**src/hw/rtl/epsem_hdr_pkg.sv**
```systemverilog
// ============================================================================
// EPSEM header deframer package
// Shared result kinds, field widths and the result word type.
// ============================================================================
`default_nettype none

package epsem_hdr_pkg;

    // Longest BER long-form length accepted, in bytes
    localparam int unsigned MAX_LENGTH_BYTES = 4;

    localparam int unsigned KIND_W = 2;

    // Result kinds (travel on tuser)
    localparam logic [KIND_W-1:0] KIND_HEADER  = 2'd0;
    localparam logic [KIND_W-1:0] KIND_PAYLOAD = 2'd1;
    localparam logic [KIND_W-1:0] KIND_EMPTY   = 2'd2;
    localparam logic [KIND_W-1:0] KIND_ERROR   = 2'd3;

    // Packed result data: 86 field bits, padded to 88
    localparam int unsigned RESULT_DATA_W = 88;

    typedef struct packed {
        logic [KIND_W-1:0] kind;
        logic [7:0]        flag_byte;
        logic [31:0]       ed_class_value;
        logic [31:0]       service_length;
        logic [7:0]        payload_byte;
        logic              last;
    } result_t;

endpackage

`default_nettype wire

```
**src/hw/rtl/epsem_header_deframer_unit.sv**
```systemverilog
// ============================================================================
// EPSEM header deframer unit
// Parses an EPSEM byte stream: flag byte, optional 4-byte class, BER length,
// then passes the payload through, emitting header/payload/empty/error words.
// ============================================================================
//
//  channel | dir | width        | contents
//  --------+-----+--------------+-----------------------------------------
//  s_      | in  | tdata 8      | raw message byte
//  m_      | out | tdata 88     | header fields + payload byte
//          |     | tuser 2      | result kind
//          |     | tlast 1      | final word of the message
//
//  One byte per cycle sustained while m_tready stays high. A byte is caught in
//  an input register, then decoded by the parser state logic into the result
//  register once that slot is free or draining; m_tvalid is driven by the
//  result register's valid.
//  aresetn (synchronous, active low) clears the parser phase and both stage
//  valids; data registers are not reset.
//  A stall on m_tready holds the result; the input register keeps filling,
//  and s_tready drops only once both stages are full.
//
`default_nettype none

module epsem_header_deframer_unit
    import epsem_hdr_pkg::*;
(
    input  wire logic                     aclk,
    input  wire logic                     aresetn,

    input  wire logic                     s_tvalid,
    output logic                          s_tready,
    input  wire logic [7:0]               s_tdata,   // [7:0] data_byte

    output logic                          m_tvalid,
    input  wire logic                     m_tready,
    // [7:0] flag_byte, [39:8] ed_class_value, [71:40] service_length,
    // [79:72] payload_byte, [80] recovery_flag, [81] proxy_flag,
    // [83:82] sec_mode, [85:84] resp_mode, [87:86] zero
    output logic [RESULT_DATA_W-1:0]      m_tdata,
    output logic [KIND_W-1:0]             m_tuser,   // [1:0] kind
    output logic                          m_tlast    // last
);

    // Parser phases
    localparam logic [2:0] PH_FLAG    = 3'd0;
    localparam logic [2:0] PH_CLASS   = 3'd1;
    localparam logic [2:0] PH_LEN1    = 3'd2;
    localparam logic [2:0] PH_LENMORE = 3'd3;
    localparam logic [2:0] PH_PAYLOAD = 3'd4;

    localparam logic [6:0] MAX_LEN_B = 7'(MAX_LENGTH_BYTES);

    // ------------------------------------------------------------------
    // Input register stage
    // ------------------------------------------------------------------
    logic       in_valid_reg, in_valid_next;
    logic [7:0] in_byte_reg;

    // Result register stage
    logic       out_valid_reg, out_valid_next;
    result_t    out_reg, out_next;

    // Parser state
    logic [2:0]  phase_reg, phase_next;
    logic [7:0]  flags_reg, flags_next;
    logic [31:0] class_reg, class_next;
    logic [2:0]  count_reg, count_next;
    logic [31:0] len_reg, len_next;
    logic [2:0]  len_left_reg, len_left_next;
    logic [31:0] pay_left_reg, pay_left_next;

    logic        advance;   // input byte moves into the parser this cycle
    logic        emit;      // the byte yields a result word
    logic [31:0] len_shift;
    logic [31:0] pay_dec;
    logic [2:0]  left_dec;
    logic [6:0]  n_len;

    // The parser may consume a byte whenever the result slot is free or draining
    assign advance  = in_valid_reg && (!out_valid_reg || m_tready);
    assign s_tready = !in_valid_reg || advance;

    assign in_valid_next = s_tvalid ? 1'b1 : (advance ? 1'b0 : in_valid_reg);

    assign len_shift = {len_reg[23:0], in_byte_reg};
    assign pay_dec   = pay_left_reg - 32'd1;
    assign left_dec  = len_left_reg - 3'd1;
    assign n_len     = in_byte_reg[6:0];

    always_comb begin
        phase_next    = phase_reg;
        flags_next    = flags_reg;
        class_next    = class_reg;
        count_next    = count_reg;
        len_next      = len_reg;
        len_left_next = len_left_reg;
        pay_left_next = pay_left_reg;

        emit                   = 1'b0;
        out_next.kind          = KIND_HEADER;
        out_next.flag_byte     = flags_reg;
        out_next.ed_class_value = class_reg;
        out_next.service_length = len_reg;
        out_next.payload_byte  = 8'h00;
        out_next.last          = 1'b0;

        case (phase_reg)
            PH_FLAG: begin
                class_next    = '0;
                len_next      = '0;
                count_next    = '0;
                len_left_next = '0;
                pay_left_next = '0;
                if (in_byte_reg == 8'h00) begin
                    // empty message: every field zero
                    flags_next              = 8'h00;
                    emit                    = 1'b1;
                    out_next.kind           = KIND_EMPTY;
                    out_next.flag_byte      = 8'h00;
                    out_next.ed_class_value = '0;
                    out_next.service_length = '0;
                    out_next.last           = 1'b1;
                end else begin
                    flags_next = in_byte_reg;
                    phase_next = in_byte_reg[4] ? PH_CLASS : PH_LEN1;
                end
            end

            PH_CLASS: begin
                class_next = {class_reg[23:0], in_byte_reg};
                count_next = count_reg + 3'd1;
                if (count_reg + 3'd1 >= 3'd4) begin
                    count_next = '0;
                    phase_next = PH_LEN1;
                end
            end

            PH_LEN1: begin
                if (!in_byte_reg[7]) begin
                    // short form: header now
                    len_next                = {24'h0, in_byte_reg};
                    pay_left_next           = {24'h0, in_byte_reg};
                    emit                    = 1'b1;
                    out_next.service_length = {24'h0, in_byte_reg};
                    out_next.last           = (in_byte_reg == 8'h00);
                    phase_next = (in_byte_reg == 8'h00) ? PH_FLAG : PH_PAYLOAD;
                end else if (n_len == 7'd0 || n_len > MAX_LEN_B) begin
                    emit                    = 1'b1;
                    out_next.kind           = KIND_ERROR;
                    out_next.service_length = '0;
                    out_next.last           = 1'b1;
                    phase_next              = PH_FLAG;
                end else begin
                    len_next      = '0;
                    len_left_next = n_len[2:0];
                    phase_next    = PH_LENMORE;
                end
            end

            PH_LENMORE: begin
                len_next      = len_shift;
                len_left_next = left_dec;
                if (left_dec == 3'd0) begin
                    pay_left_next           = len_shift;
                    emit                    = 1'b1;
                    out_next.service_length = len_shift;
                    out_next.last           = (len_shift == 32'd0);
                    phase_next = (len_shift == 32'd0) ? PH_FLAG : PH_PAYLOAD;
                end
            end

            PH_PAYLOAD: begin
                pay_left_next         = pay_dec;
                emit                  = 1'b1;
                out_next.kind         = KIND_PAYLOAD;
                out_next.payload_byte = in_byte_reg;
                out_next.last         = (pay_dec == 32'd0);
                if (pay_dec == 32'd0) begin
                    phase_next = PH_FLAG;
                end
            end

            default: begin
                phase_next = PH_FLAG;
            end
        endcase
    end

    // Result slot: loaded when a consumed byte yields a word, freed when taken downstream
    assign out_valid_next = advance ? emit : (m_tready ? 1'b0 : out_valid_reg);

    always_ff @(posedge aclk) begin
        if (!aresetn) begin
            in_valid_reg  <= 1'b0;
            out_valid_reg <= 1'b0;
            phase_reg     <= PH_FLAG;
        end else begin
            in_valid_reg  <= in_valid_next;
            out_valid_reg <= out_valid_next;
            if (advance) begin
                phase_reg <= phase_next;
            end
        end
    end

    always_ff @(posedge aclk) begin
        if (s_tvalid && s_tready) begin
            in_byte_reg <= s_tdata;
        end
        if (advance) begin
            flags_reg    <= flags_next;
            class_reg    <= class_next;
            count_reg    <= count_next;
            len_reg      <= len_next;
            len_left_reg <= len_left_next;
            pay_left_reg <= pay_left_next;
            if (emit) begin
                out_reg <= out_next;
            end
        end
    end

    // ------------------------------------------------------------------
    // Output packing; flag sub-fields are unpacked from the held flag byte
    // ------------------------------------------------------------------
    assign m_tvalid = out_valid_reg;
    assign m_tuser  = out_reg.kind;
    assign m_tlast  = out_reg.last;
    assign m_tdata  = {2'b00,
                       out_reg.flag_byte[1:0],
                       out_reg.flag_byte[3:2],
                       out_reg.flag_byte[5],
                       out_reg.flag_byte[6],
                       out_reg.payload_byte,
                       out_reg.service_length,
                       out_reg.ed_class_value,
                       out_reg.flag_byte};

endmodule

`default_nettype wire
```
**config.mk**
```make
export PLATFORM = sky130hd
export DESIGN_NAME = epsem_header_deframer_unit
export DESIGN_NICKNAME = d
export VERILOG_FILES = /design/src/hw/rtl/epsem_hdr_pkg.sv /design/src/hw/rtl/epsem_header_deframer_unit.sv
export SDC_FILE = /design/constraint.sdc
export NUM_CORES = 1
export LEC_CHECK = 0
export BUFFER_PORTS_ARGS = -buffer_cell sky130_fd_sc_hd__buf_2
export CORE_MARGIN = 4
export CORE_UTILIZATION = 45
export CTS_CLUSTER_SIZE = 14
export DETAILED_ROUTE_END_ITERATION = 10
export GPL_TIMING_DRIVEN = 1
export PLACE_DENSITY = 0.67
export SLEW_MARGIN = 20
export SYNTH_ARGS = -nofsm -noshare
export SYNTH_HDL_FRONTEND = slang
export SYNTH_SLANG_ARGS = --single-unit
```
**constraint.sdc**
```tcl
create_clock -name aclk -period 7.02 [get_ports aclk]
set_clock_uncertainty 0.05 [all_clocks]
set_input_delay 0.351 -clock aclk [delete_from_list [all_inputs] [get_ports aclk]]
set_output_delay 0.351 -clock aclk [all_outputs]
set_load 0.005 [all_outputs]
```
### Word-level counts from Yosys, hierarchy flattened

Cells that the tools add are included.

* $add $sub $neg: 3
* eq/ne operators: 12
* magnitude comparators: 2
* mux-type cells: 43
* reduce and logical (&&, ||, !) cells: 25

Operator list (count)
* 32-bit two-way mux: 7
* 32-bit one-hot mux with 3 select lines: 2
* 32-bit one-hot mux with 4 select lines: 1
* 74-bit two-way mux: 1
* 32-bit zero test: 2
* 32-bit one-hot mux with 2 select lines: 1
* 40-bit two-way mux: 1
* 32-bit by 1-bit subtractor with 32-bit output, second input constant: 1
* 3-bit two-way mux: 10
* 3-bit one-hot mux with 5 select lines: 1
* 2-bit != test, second input constant: 7
* 1-bit two-way mux: 10
* 3-bit one-hot mux with 3 select lines: 1
* 8-bit zero test: 1
* 2-bit two-way mux: 4
* 1-bit one-hot mux with 4 select lines: 2
* 4-bit AND reduction: 2
* 7-bit by 3-bit greater-than comparator with 1-bit output, second input constant: 1
* 7-bit zero test: 1
* 3-bit by 2-bit == test with 1-bit output, second input constant: 2
* 3-bit zero test: 2
* 2-bit one-hot mux with 3 select lines: 1
* 3-bit one-hot mux with 2 select lines: 1
* 2-bit AND reduction: 3
* 14 further kinds: 20

* flip-flop bits (word level): 206
* logic and storage cells: 101
* output and inout bits: 93
* input port bits: 12

### Depth between registers and ports, before layout

Gate-level depths: netlist (run 1).

* depth after elaboration: 6
* gate-level depth with buffers: 8
* depth with buffers taken out: 8

### Worst setup path after synthesis (run 1)

Ideal clock, no wire load.

* path type: reg-to-reg
* start: register in_byte_reg[3]
* end: register len_reg[0], enable pin
* required time: 6376 ps
* period minus slack after synthesis: 7066 ps
* setup time: 594 ps
* cell stages (with the launch flop): 5
* path slack: -46 ps
* data arrival time: 6422 ps
* path buffers: 1
* cells stage by stage: edfxtp_1 > buf_2 > or4_4 > o31a_1 > a2111oi_0

* longest elaborated chain between the ends: 4
* elaborated cells on any way between the ends: 5
* classes of those cells: 1 x order compare; 1 x eq/ne; 3 x reduce/logical

Ends and longest elaborated chain
* start: declaration: RTL line epsem_header_deframer_unit.sv:58 `logic [7:0] in_byte_reg;`
* start signal: assignment: RTL line epsem_header_deframer_unit.sv:209 `in_byte_reg <= s_tdata;`
* 7-bit by 3-bit greater-than comparator with 1-bit output / 7-bit zero test (equally long branches): RTL line epsem_header_deframer_unit.sv:148 `end else if (n_len == 7'd0 || n_len > MAX_LEN_B) begin`
* 1-bit logical OR *: RTL line epsem_header_deframer_unit.sv:148
* 3-bit != test (no line) *
* 3-bit AND reduction (no line) *
* end signal: assignment: RTL line epsem_header_deframer_unit.sv:215 `len_reg <= len_next;`
* end: declaration: RTL line epsem_header_deframer_unit.sv:69 `logic [31:0] len_reg, len_next;`

Mark *: on every way between the ends. The rest lies on a longest branch, timed or not.
A chain may end at the register's enable or synchronous reset.

### Final worst setup path (run 1)

* start: register phase_reg[1]
* end: register out_reg (netlist bit m_tdata[71]), enable pin

* longest elaborated chain between the ends: 3
* elaborated cells on any way between the ends: 6
* classes of those cells: 3 x eq/ne; 1 x mux; 2 x reduce/logical

Ends and longest elaborated chain
* start: declaration: RTL line epsem_header_deframer_unit.sv:65 `logic [2:0] phase_reg, phase_next;`
* start signal: assignment: RTL line epsem_header_deframer_unit.sv:202 `phase_reg <= phase_next;`
* 3-bit == test (tied with other cells): RTL line epsem_header_deframer_unit.sv:108 `case (phase_reg)`
* 1-bit one-hot mux with 4 select lines *: RTL line epsem_header_deframer_unit.sv:108
* 2-bit AND reduction (no line) *
* end signal: assignment: RTL line epsem_header_deframer_unit.sv:219 `out_reg <= out_next;`
* end: declaration: RTL line epsem_header_deframer_unit.sv:62 `result_t out_reg, out_next;`

Marks and branches as above.

==> results.md, run 1 <==
* Status: completed
* Num CTS Buffers at 22
* CTS clk-pin slew, worst paths at 60 ps
* Design Area, Final at 0.0107 mm^2
* First-pass DRT Iterations at 4
* Power per cell area at 255 mW/mm^2
* Setup WS pre-CTS at 4030 ps
* Die Ht at 151 um
* Initial antenna violation count at 0
* TritonCTS clock tree: done
* Antenna-violating nets left at 0
* CTS max path bufs at 3
* # rows at 52
* Htree depth at 1
* Crit-path max FO at 81
* Global Route Usage Sum at 17.3%
* Cell count after synthesis at 729
* DIE AREA at 0.0228 mm^2
* Global route overflow at 0
* Placed cells at 1062
* WHS at 52.5 ps
* Core Util, Final at 53.1%
* Post-Route WL at 19.7 mm
* Num ports at 105
* Total power at 2.72 mW
* Final setup TNS at 0 ps
* Post CTS Setup Buffer Count at 0
* Final setup vio count at 0
* Area after DPL at 0.00992 mm^2
* Final Slew Violations at 0
* Final critical-path share of the clock period at 42.7%
* RSZ-0062 raised after global routing: no
* Post-cts resize count at 0
* P_leak at 3.95 nW
* Residual DRC at 0
* First-pass GRT wire length at 30.9 mm
* Total number of vias at 5918
* #FFs+latches synth at 206
* Core ar. at 0.0202 mm^2
* Num Clock Sinks at 206
* CP arrival at 3060 ps
* PortBufs at 102
* Root Buffer: clkbuf_16
* Vias in the first global route at 5620
* Worst-Margin Slew at 1020 ps
* Vias/cell at 5.34
* CP endpoint kind: register
* Synth Flop Type: edfxtp_1
* DP HPWL at 13.7 mm
* Netlist cell types at 69
* Final cell count without fillers at 1108
* Fin. Hold Viols at 0
* RePlAce Congestion at 0.900
* Worst setup margin at 4020 ps
* Startpoint types: register
* Initial Utilization at 45.6%
* Area grow syn2layout at 16.4%
* NumNets Final at 841
* Post-synth EDFFs at 201
* Crit path kind: reg -> reg
* Routed len/inst at 17.8 um
* F_max at 0.333 GHz
* Synthesis Warnings at 0
* Post-synthesis async set-or-reset flop share at 0%
* Largest net degree at the start of global routing at 82
* Worst rel slew slack at 31.7%
* Max-Cap Viols at 0
* Max FFs per register at 80
* Cell Area, Synth at 0.00919 mm^2
* Sequential fraction of the synthesis area at 66.8%
* ANT cells at 0
* Drt initial violations at 454
* Skew-Pair Late Insertion Delay at 490 ps
* Shortest period the worst path allows at 3000 ps
* Avg Inst Size Synth at 12.6 um^2
* WP data required at 7080 ps
* Share of cells above drive strength 1 at 19.6%
* Hold crit path type: in -> reg
* Die X at 151 um
* VDD IR max at 0.000116 V
-- cell usage after synthesis (2+ instances only) --
library cell,n,area share [%]
a211oi_1,3,0.25
and3_1,8,0.54
nor4b_1,2,0.19
nand4b_1,2,0.19
buf_4,8,0.65
nor4_1,14,0.95
a22o_1,7,0.67
nor2_1,34,1.4
buf_1,2,0.082
nand3_1,7,0.38
or3_1,6,0.41
nand4_1,8,0.54
buf_2,6,0.33
o21ai_1,3,0.16
xor2_1,13,1.2
or4_1,3,0.25
nand2b_1,7,0.48
o31ai_1,2,0.16
nor3_2,3,0.33
nor4_4,2,0.46
o21a_1,3,0.25
nand3b_1,4,0.33
nand2_1,53,2.2
inv_1,32,1.3
nor3_1,13,0.71
xnor2_1,18,1.7
ha_1,5,0.68
nor4b_2,2,0.33
dfxtp_1,5,1.1
o21ai_0,35,1.9
a31oi_1,3,0.20
a21oi_1,61,3.3
nor2b_1,6,0.41
o22ai_1,2,0.14
clkbuf_1,34,1.4
edfxtp_1,201,66
and2_1,80,5.4
-- critical path, stage by stage, from the launching register on --
cell and delay [ps]:
dfxtp_1 720, nor2b_1 540, a21oi_1 210, a21oi_4 230, buf_4 770
-- cell usage in the layout, fill, tap and decap left out, types with 7 or more instances in the layout --
cell and n:
nand2_1 53, nor4_1 14, and3_1 8, buf_2 102, edfxtp_1 201, a22o_1 7, xnor2_1 18, a21oi_1 59
nor3_1 12, o21ai_0 35, and2_1 80, nand2b_1 7, nor2_1 34, clkbuf_16 23, buf_4 9, dlygate4sd3_1 8
inv_1 32, nand4_1 8, xor2_1 13, nand3_1 7
-- where the power goes --
part           switching (mW)  internal (mW)  total [mW]
logic                  0.0923         0.0584       0.151
clock network           0.450          0.672        1.12
registers              0.0452           1.41        1.45
total                   0.588           2.14        2.72
-- worst paths after layout --
check,start,end,slack [ps],cells after the start
max,phase_reg[1],m_tdata[71],4020,4
min,s_tvalid,in_valid_reg,50,3
max reg2reg,phase_reg[1],m_tdata[71],4020,4
min reg2reg,class_reg[29],m_tdata[37],470,1
-- cell families (layout without fill, tap and decap cells) --
group	Yosys count	after routing	synth area share [%]
flip-flops	206	206	66.8
XOR/XNOR	31	31	2.95
AND/OR/NAND/NOR	264	264	16.7
AO/OA/AOI/OAI	137	137	8.85
other	1	3	0.0408
multiplexers	2	2	0.231
adder cells (fa/ha/maj)	5	5	0.681
buffers and inverters	83	190	3.80
-- timing repair --
action                                 4_1_cts  5_1_grt
endpoints found under the hold margin        8        0
hold buffers                                 8        0
setup endpoints to repair                    0        0
-- cell type report --
class	count	area, um^2
clock buffers	29	598
clock inverters	9	103
fillers	1741	9470
inverters	33	124
multi-input cells	442	2750
flip-flops and latches	206	6140
well taps	270	338
repair buffers	119	658
-- routing by layer --
metal  track usage, %  share of wire, %  vias up
met5                0                 0        -
met4             4.94               2.2        0
met3             2.90               5.5       38
met2             26.8                46      191
met1             25.3                46     2856
li1                 -                 -     2833
No activity file was read; power rests on OpenSTA's default activity.
==> run 2, diff against run 1 <==
Settings changed: ABC_AREA set to 1, PLACE_DENSITY 0.67 to 0.66.
Clock period 7.02 ns to 2.45 ns, I/O delays scaled along.
==> results.md, run 2 <==
* CP startpoint: phase_reg[1]
* Initial antenna violation count at 0
* Core ar. at 0.0205 mm^2
* Post-synth top area share at 63.4%
* Status: completed
* Global route overflow at 0
* Most numerous cell in the Yosys netlist: nor2_1
* CP Depth at 11
* Setup WS pre-CTS at -34.7 ps
* Post-synth EDFFs at 201
* Largest cells by area after synthesis: edfxtp_1 63%, nor2_1 8.4%, nand2_1 6.3%
* TritonCTS clock tree: done
* Shortest period the worst path allows at 2320 ps
* Routed len/inst at 16.5 um
* Total number of vias at 6957
* CTS max path bufs at 3
* WP data required at 2770 ps
* Final critical-path share of the clock period at 94.7%
* List of most frequent post-synthesis cells: 212 x nor2_1, 201 x edfxtp_1, 160 x nand2_1
* Max-Cap Viols at 0
* Synthesis Warnings at 0
* R2r startpoint: phase_reg[1]
* Design Area, Final at 0.0115 mm^2
* CP endpoint kind: register
* Cell count after synthesis at 962
* Reg2reg end: m_tdata[46]
* Final setup TNS at 0 ps
* Largest net degree at the start of global routing at 38
* Max FFs per register at 80
* F_max at 0.431 GHz
* Num CTS Buffers at 23
* DIE AREA at 0.0235 mm^2
* NumNets Final at 1119
* Slowest stage delay, CP at 410 ps
* Synth Flop Type: edfxtp_1
* Cell Area, Synth at 0.00951 mm^2
* Startpoint types: register
* Fin. Hold Viols at 0
* P_leak at 4.82 nW
* Global Route Usage Sum at 19.2%
* Vias/cell at 5.01
* CP max stage cell: dfxtp_1
* RePlAce Congestion at 0.905
* Crit-path max FO at 12
* Hold crit path type: in -> reg
* Worst rel slew slack at 61.9%
* Critical path endpoint: m_tdata[46]
* #FFs+latches synth at 206
* Sequential fraction of the synthesis area at 64.5%
* RSZ-0062 raised after global routing: yes
* Num Clock Sinks at 206
* Power per cell area at 722 mW/mm^2
* Largest area contributor in the synthesized netlist: edfxtp_1
* First-pass GRT wire length at 36.5 mm
* DP HPWL at 16.5 mm
* VDD IR max at 0.000496 V
* Final cell count without fillers at 1389
* Antenna-violating nets left at 0
* Placed cells at 1331
* Initial Utilization at 46.4%
* Final Slew Violations at 0
* Netlist cell types at 38
* Delay-heaviest family, CP: simple AND/OR/NAND/NOR gates
* PortBufs at 102
* Skew-Pair Late Insertion Delay at 500 ps
* Final setup vio count at 0
* Worst-Margin Slew at 565 ps
* Die X at 153 um
* Die Ht at 153 um
* Cells on worst reg2reg path at 11
* Residual DRC at 0
* Post-synthesis async set-or-reset flop share at 0%
* Area after DPL at 0.0105 mm^2
* Total power at 8.28 mW
* Vias in the first global route at 6768
* Post-Route WL at 23.0 mm
* Most common cell after layout, fill and taps aside: nor2_1
* Drt initial violations at 650
* Root Buffer: clkbuf_16
* Crit path kind: reg -> reg
* Core Util, Final at 56.0%
* First-pass DRT Iterations at 5
* Reg-to-reg slack, setup at 130 ps
* WHS at 271 ps
* # rows at 52
* Worst Path Buf+Inv at 5
* Num ports at 105
* Avg Inst Size Synth at 9.89 um^2
* CP arrival at 2640 ps
* CTS clk-pin slew, worst paths at 60 ps
* Share of cells above drive strength 1 at 19.5%
* Worst setup margin at 130 ps
* Area grow syn2layout at 20.7%
* Cell Chain, Critical Path: inv_1, nor2_4, inv_2, nor2_1, inv_2, nor2_4, nand2_1, nand2_1, inv_1, o21ai_0, buf_4
* ANT cells at 0
* Htree depth at 1
* Most frequent cells in the layout: 207 x nor2_1, 201 x edfxtp_1, 158 x nand2_1
## run 2: cell count changes after synthesis, sizes merged, moves of 13 or more
| cell | before | now |
|---|---|---|
| and2 | 80 | 0 |
| nand2 | 53 | 168 |
| o22ai | 2 | 19 |
| inv | 32 | 163 |
| xnor2 | 18 | 5 |
| nand3 | 7 | 23 |
| a21oi | 62 | 30 |
| nor2 | 34 | 228 |
| nor3 | 16 | 3 |
## run 2: area by class of cell
type,count,area [um^2]
Clock buffer,29,608
Multi-Input combinational cell,557,2690
Fill cell,1740,9010
Inverter,165,627
Sequential cell,206,6140
Clock inverter,13,144
Tap cell,270,338
Timing Repair Buffer,149,943
## run 2: cell families after synthesis
| group | synth area share, % |
|---|---|
| xor gates and xnor gates | 0.644 |
| and+or+nand+nor | 19.9 |
| buffers and inverters | 8.35 |
| adders and majority gates | 0.658 |
| other | 0.0394 |
| AOI/OAI and AO/OA | 5.88 |
| DFF | 64.5 |
## run 2: worst min-delay path by stage
stage,startpoint,to,slack (ps),cells after the start
after floorplan,s_tdata[0],in_byte_reg[0],170,0
after global placement,s_tdata[2],in_byte_reg[2],250,1
after detailed placement,s_tdata[5],in_byte_reg[5],250,1
after CTS,s_tdata[3],in_byte_reg[3],260,2
after global routing,s_tdata[5],in_byte_reg[5],280,2
final,s_tdata[5],in_byte_reg[5],270,2
## run 2: power breakdown
part	leakage, nW	switching (mW)	internal (mW)
Combinational	2.53	0.477	0.235
Sequential	1.92	0.0911	4.07
Clock	0.372	1.33	2.07
Total	4.82	1.90	6.38
## run 2: metal layers
layer | wire (um) | vias to the layer above | GRT usage [%]
met1 | 9780 | 3257 | 26.3
met4 | 521 | 0 | 4.67
met2 | 11300 | 253 | 32.8
li1 | - | 3407 | -
met5 | 0 | - | 0
met3 | 1390 | 40 | 2.71
## run 2: what timing repair did
item	in CTS	in global routing
pin swaps	0	1
setup buffers	0	4
endpoints found under the hold margin	13	0
hold buffers	12	0
endpoints found under the setup margin	4	10
gates resized for setup	3	14
